## src/lss_pkg.sv

```systemverilog
// Shared types, constants and the build-time Lanczos-3 weight table for the line shader.
package lss_pkg;

  localparam int FRAC_BITS        = 8;
  localparam int COLUMN_BITS      = 12;
  localparam int WEIGHT_FRAC_BITS = 14;

  localparam int X_POS_W   = 20;
  localparam int ROW_W     = 12;
  localparam int BASE_W    = X_POS_W - FRAC_BITS;
  localparam int TAPS      = 6;
  localparam int TAP_W     = 3;
  localparam int ROM_DEPTH = TAPS << FRAC_BITS;
  localparam int ROM_AW    = TAP_W + FRAC_BITS;
  localparam int WEIGHT_W  = 16;
  localparam int COLOUR_W  = 24;

  localparam logic [1:0] REQ_WIDE  = 2'd0;
  localparam logic [1:0] REQ_SPLIT = 2'd1;
  localparam logic [1:0] REQ_THIN  = 2'd2;

  localparam logic [1:0] REG_LOW_A  = 2'd0;
  localparam logic [1:0] REG_HIGH_A = 2'd1;
  localparam logic [1:0] REG_LOW_B  = 2'd2;
  localparam logic [1:0] REG_HIGH_B = 2'd3;

  localparam logic [TAP_W-1:0] TAP_FIRST  = 3'd0;
  localparam logic [TAP_W-1:0] TAP_CENTRE = 3'd2;
  localparam logic [TAP_W-1:0] TAP_RIGHT  = 3'd3;
  localparam logic [TAP_W-1:0] TAP_LAST   = 3'd5;

  localparam logic [63:0] PI_Q30       = 64'd3373259426;
  localparam logic [63:0] HALF_TURN    = 64'(3 << FRAC_BITS);
  localparam logic [63:0] FULL_TURN    = 64'(6 << FRAC_BITS);
  localparam logic [63:0] QUARTER_TURN = HALF_TURN / 64'd2;
  localparam int          P_SHIFT      = 48 - WEIGHT_FRAC_BITS;

  typedef struct packed {
    logic [1:0]         req_type;
    logic [X_POS_W-1:0] x_pos;
    logic [ROW_W-1:0]   row_start;
    logic [ROW_W-1:0]   row_end;
  } lss_in_t;

  typedef struct packed {
    logic [COLUMN_BITS-1:0] column;
    logic [ROW_W-1:0]       span_top;
    logic [ROW_W-1:0]       span_bottom;
    logic [7:0]             red;
    logic [7:0]             green;
    logic [7:0]             blue;
    logic [7:0]             alpha;
    logic                   last;
  } lss_out_t;

  typedef logic [ROM_DEPTH-1:0][WEIGHT_W-1:0] lss_rom_t;

  function automatic logic [63:0] lss_udiv(logic [63:0] num, logic [63:0] den);
    logic [63:0] q;
    logic [64:0] rem;
    q   = '0;
    rem = '0;
    for (int i = 63; i >= 0; i--) begin
      rem = {rem[63:0], num[i]};
      if (rem >= {1'b0, den}) begin
        rem  = rem - {1'b0, den};
        q[i] = 1'b1;
      end
    end
    return q;
  endfunction

  function automatic logic signed [63:0] lss_sdiv(logic signed [63:0] num, logic [63:0] den);
    logic [63:0] mag;
    logic [63:0] q;
    mag = num[63] ? 64'(-num) : 64'(num);
    q   = lss_udiv(mag, den);
    return num[63] ? -$signed(q) : $signed(q);
  endfunction

  function automatic logic signed [63:0] lss_div1024(logic signed [63:0] num);
    logic [63:0] mag;
    mag = num[63] ? 64'(-num) : 64'(num);
    mag = mag >> 10;
    return num[63] ? -$signed(mag) : $signed(mag);
  endfunction

  function automatic logic signed [63:0] lss_taylor_sin(logic [63:0] th);
    logic [63:0]        x2;
    logic [63:0]        term;
    logic signed [63:0] sum;
    x2   = (th * th) >> 30;
    term = th;
    sum  = $signed(th);
    term = ((term * x2) >> 30) / 64'd6;
    sum  = sum - $signed(term);
    term = ((term * x2) >> 30) / 64'd20;
    sum  = sum + $signed(term);
    term = ((term * x2) >> 30) / 64'd42;
    sum  = sum - $signed(term);
    term = ((term * x2) >> 30) / 64'd72;
    sum  = sum + $signed(term);
    term = ((term * x2) >> 30) / 64'd110;
    sum  = sum - $signed(term);
    return sum;
  endfunction

  function automatic logic signed [63:0] lss_half_turn_sin(logic [63:0] m);
    logic [63:0]        mm;
    logic               neg;
    logic [63:0]        th;
    logic signed [63:0] s;
    mm  = m % FULL_TURN;
    neg = 1'b0;
    if (mm >= HALF_TURN) begin
      neg = 1'b1;
      mm  = mm - HALF_TURN;
    end
    if (mm > QUARTER_TURN) begin
      mm = HALF_TURN - mm;
    end
    th = (PI_Q30 * mm + QUARTER_TURN) / HALF_TURN;
    s  = lss_taylor_sin(th);
    return neg ? -s : s;
  endfunction

  function automatic logic [WEIGHT_W-1:0] lss_weight(int u);
    logic [63:0]        v;
    logic [63:0]        da;
    logic [63:0]        db;
    logic [63:0]        pmag;
    logic signed [63:0] sa;
    logic signed [63:0] sb;
    logic signed [63:0] p;
    logic signed [63:0] r;
    v = (u < 0) ? 64'(-u) : 64'(u);
    if (v == 64'd0) begin
      return ((1 << WEIGHT_FRAC_BITS) > 32767) ? 16'h7FFF : WEIGHT_W'(1 << WEIGHT_FRAC_BITS);
    end
    if (v >= HALF_TURN) begin
      return '0;
    end
    da   = (PI_Q30 * v + 64'(1 << (FRAC_BITS - 1))) >> FRAC_BITS;
    db   = (PI_Q30 * v + QUARTER_TURN) / HALF_TURN;
    sa   = lss_sdiv(lss_div1024(lss_half_turn_sin(64'd3 * v)) <<< 34, da);
    sb   = lss_sdiv(lss_div1024(lss_half_turn_sin(v)) <<< 34, db);
    p    = sa * sb;
    pmag = p[63] ? 64'(-p) : 64'(p);
    pmag = (pmag + (64'd1 << (P_SHIFT - 1))) >> P_SHIFT;
    r    = p[63] ? -$signed(pmag) : $signed(pmag);
    if (r > 64'sd32767) begin
      r = 64'sd32767;
    end
    if (r < -64'sd32768) begin
      r = -64'sd32768;
    end
    return r[WEIGHT_W-1:0];
  endfunction

  function automatic lss_rom_t lss_build_rom();
    lss_rom_t rom;
    int       u;
    rom = '0;
    for (int k = 0; k < TAPS; k++) begin
      for (int f = 0; f < (1 << FRAC_BITS); f++) begin
        u = (k - 2) * (1 << FRAC_BITS) - f;
        rom[(k << FRAC_BITS) + f] = lss_weight(u);
      end
    end
    return rom;
  endfunction

endpackage

```

## src/lss_blend.sv

```systemverilog
// One colour channel blend: low plus the weighted difference, rounded and clamped to a byte.
module lss_blend (
  input  logic [7:0]                           low,
  input  logic [7:0]                           high,
  input  logic signed [lss_pkg::WEIGHT_W-1:0]  weight,
  output logic [7:0]                           value
);
  import lss_pkg::*;

  localparam int PROD_W = WEIGHT_W + 9;
  localparam int T_W    = (WEIGHT_FRAC_BITS > 16 ? WEIGHT_FRAC_BITS : 16) + 11;
  localparam logic signed [T_W-1:0] ROUND_HALF = T_W'(1) <<< (WEIGHT_FRAC_BITS - 1);

  logic signed [8:0]        diff;
  logic signed [PROD_W-1:0] prod;
  logic signed [T_W-1:0]    low_scaled;
  logic signed [T_W-1:0]    t;

  always_comb begin
    diff       = $signed({1'b0, high}) - $signed({1'b0, low});
    prod       = PROD_W'(diff) * PROD_W'(weight);
    low_scaled = $signed({{(T_W - 8 - WEIGHT_FRAC_BITS){1'b0}}, low, {WEIGHT_FRAC_BITS{1'b0}}});
    t          = low_scaled + {{(T_W - PROD_W){prod[PROD_W-1]}}, prod} + ROUND_HALF;
    if (t[T_W-1]) begin
      value = 8'd0;
    end else if (|t[T_W-2:WEIGHT_FRAC_BITS+8]) begin
      value = 8'd255;
    end else begin
      value = t[WEIGHT_FRAC_BITS+7:WEIGHT_FRAC_BITS];
    end
  end

endmodule

```

## config.mk

```make
export PLATFORM = sky130hd
export DESIGN_NAME = lss_blend
export DESIGN_NICKNAME = d
export VERILOG_FILES = /design/src/lss_pkg.sv /design/src/lss_blend.sv
export SDC_FILE = /design/constraint.sdc
export NUM_CORES = 1
export LEC_CHECK = 0
export CAP_MARGIN = 15
export CORE_ASPECT_RATIO = 0.75
export CORE_UTILIZATION = 55
export DETAILED_ROUTE_END_ITERATION = 12
export DONT_BUFFER_PORTS = 1
export PLACE_DENSITY = 0.7
export SLEW_MARGIN = 10
export SYNTH_ARGS = -nofsm -noshare
export SYNTH_HDL_FRONTEND = slang
export SYNTH_SLANG_ARGS = --single-unit
```

## constraint.sdc

```tcl
create_clock -name vclk -period 13.8
set_clock_uncertainty 0.1 [all_clocks]
set_input_delay 2.76 -clock vclk [all_inputs]
set_output_delay 2.76 -clock vclk [all_outputs]
set_load 0.005 [all_outputs]
```

==> results.txt <==
cts repair resizes -> 0
measured slew at the worst slew-check pin -> 0.769 ns
fill cell instance count of the final layout -> 894
Die Span X -> 117 um
I/O pin total -> 40
final-layout setup total negative slack -> 0 ns
DRC violation count after routing -> 0
average via count per standard cell -> 5.32
Max stage delay cell, worst path -> sky130_fd_sc_hd__fa_1
highest-count cells in the layout ignoring fill and taps -> sky130_fd_sc_hd__inv_1, sky130_fd_sc_hd__fa_1, sky130_fd_sc_hd__and2_1
placed cells -> 721
Placer Congestion -> 0.830
Max Fclk -> 81.0 MHz
initial cell density of the core -> 56.6%
number of nets with antenna violations after routing -> 0
TritonRoute pass-1 iters -> 4
crit start category -> input pin
routed wirelength normalized by instance count -> 16.0 um
worst hold start -> low[5]
WP data arrival -> 9.49 ns
area of the core region -> 9620 um2
count of cell types in the netlist -> 47
total routed wirelength -> 11500 um
Area growth syn-to-layout -> 3.17%
footprint of the multi-input gates -> 4890 um2
vias in the first global route -> 4124
antenna diode count -> 0
total of clock buffers placed in the layout -> 0
final slew viol count -> 0
maximum net fanout on the critical path -> 16
slowest cell delay on critical path -> 0.55 ns
Hold Crit Class -> in -> out
sequential cells -> 0
Warnings, synthesis -> 0
worst min-delay path endpoint -> value[5]
input/output buffers -> 0
GR Util All Layers -> 24.1%
synthesized area per cell -> 9.15 um2
setup repair after global routing missed its margin -> false
# Post-CTS Setup Buffers -> 0
final global-route overflow total -> 0
area of the die -> 10300 um2
WP buf/inv -> 4
setup slack at placement -> 1.23 ns
most common library cell in the layout ignoring fill and taps -> sky130_fd_sc_hd__inv_1
Post-Syn Area -> 5450 um2
NumNets Final -> 806
Die Height -> 88.2 um
sum of net half-perimeters after detailed placement -> 9920 um
final critical delay including setup and external delays -> 12.35 ns
Worst EP required -> 10.94 ns
Setup CP Type -> in -> out
cells after synthesis -> 595
routed vias -> 3836
area taken by flip-flops and latches -> 0 um2
Final Instance Count excl. Fillers -> 721
initial antenna violation count -> 0
endpoint class of the critical path -> output port
Max-Cap Viols -> 0
number of hold-slack violations in the final timing report -> 0
wire length of the first global-routing pass -> 19200 um
largest net degree at the start of global routing -> 18
Placement Rows -> 31
post-synth net total -> 810
cell seen most often among critical-path stages -> sky130_fd_sc_hd__fa_1
final-report setup violation count -> 0
Worst Hold Depth -> 4
critical path's top delay family -> adder cells
number of buffers inserted by hold repair at cts -> 0
DRT iter0 DRCs -> 147
fraction of layout instances using a drive strength above 1 -> 4.07%
setup slack after layout -> 1.45 ns
tightest slew margin relative to the limit -> 48.7%
result of the run -> completed
register area share after synthesis -> 0%
final critical-path share of the clock period -> 89.5%
metrics by stage:
stage	hold slack, ns	area, um2	util, %
after floorplan	5.98	5450	-
after global placement	6.06	5610	58.3
after detailed placement	6.06	5610	58.3
after CTS	6.06	5610	58.3
after global routing	6.10	5620	58.4
final	6.05	5620	58.4
how the worst max path moves through the flow:
| stage | from | end | cells after the start |
|---|---|---|---|
| 6_report | high[0] | value[3] | 25 |
| 4_1_cts | high[0] | value[3] | 25 |
| 2_1_floorplan | high[0] | value[0] | 26 |
| 5_1_grt | high[0] | value[3] | 25 |
| 3_3_place_gp | high[0] | value[0] | 25 |
| 3_5_place_dp | high[0] | value[3] | 25 |
cells in the mapped netlist (2+ instances only):
library cell               instances  area, um2
sky130_fd_sc_hd__nor2_1           24       90.1
sky130_fd_sc_hd__or2_1             5       31.3
sky130_fd_sc_hd__nor3_1            3       15.0
sky130_fd_sc_hd__nor2b_1           3       18.8
sky130_fd_sc_hd__nand3_1           9       45.0
sky130_fd_sc_hd__o31ai_1           2       15.0
sky130_fd_sc_hd__a21boi_1          2       15.0
sky130_fd_sc_hd__inv_2             4       15.0
sky130_fd_sc_hd__o21a_1            8       60.1
sky130_fd_sc_hd__nand2b_1         14       87.6
sky130_fd_sc_hd__clkbuf_1         11       41.3
sky130_fd_sc_hd__fa_1            132       2640
sky130_fd_sc_hd__xnor2_1          11       96.3
sky130_fd_sc_hd__or4_1             2       15.0
sky130_fd_sc_hd__nand2_1          51        191
sky130_fd_sc_hd__nand4_1           2       12.5
sky130_fd_sc_hd__ha_1             51        638
sky130_fd_sc_hd__or2_2             2       12.5
sky130_fd_sc_hd__a21oi_1          15       75.1
sky130_fd_sc_hd__inv_1           134        503
sky130_fd_sc_hd__and3_1            2       12.5
sky130_fd_sc_hd__and2_1           70        438
sky130_fd_sc_hd__o21ai_0           3       15.0
sky130_fd_sc_hd__a21o_1            6       45.0
sky130_fd_sc_hd__xor2_1            4       35.0
sky130_fd_sc_hd__o21ai_1           4       20.0
cell families after synthesis:
kind of cell / synth area share, %
AOI/OAI and AO/OA: 8.13
xor gates and xnor gates: 2.41
adders and majority gates: 60.2
buffers and inverters: 10.3
muxes: 0.184
and+or+nand+nor: 18.7
layout make-up:
cell class / instances / share of cell area [%]
inverter: 138 / 9.22
timing repair buffer: 6 / 0.802
tap: 132 / 2.94
multi-input combinational: 445 / 87.0
routing by layer:
metal  part of all wire, %  wire length, um  vias to the layer above  track usage (%)
li1                      -                -                     1785                -
met1                    43             5020                     1958             31.1
met2                    51             5920                       78             45.5
met3                   4.1              469                       15             2.01
met4                   1.2              134                        0             2.88
met5                     0                0                        -                0
Power is not shown: default switching activity piles up to over one toggle a cycle in this logic, so the estimate is an artifact.
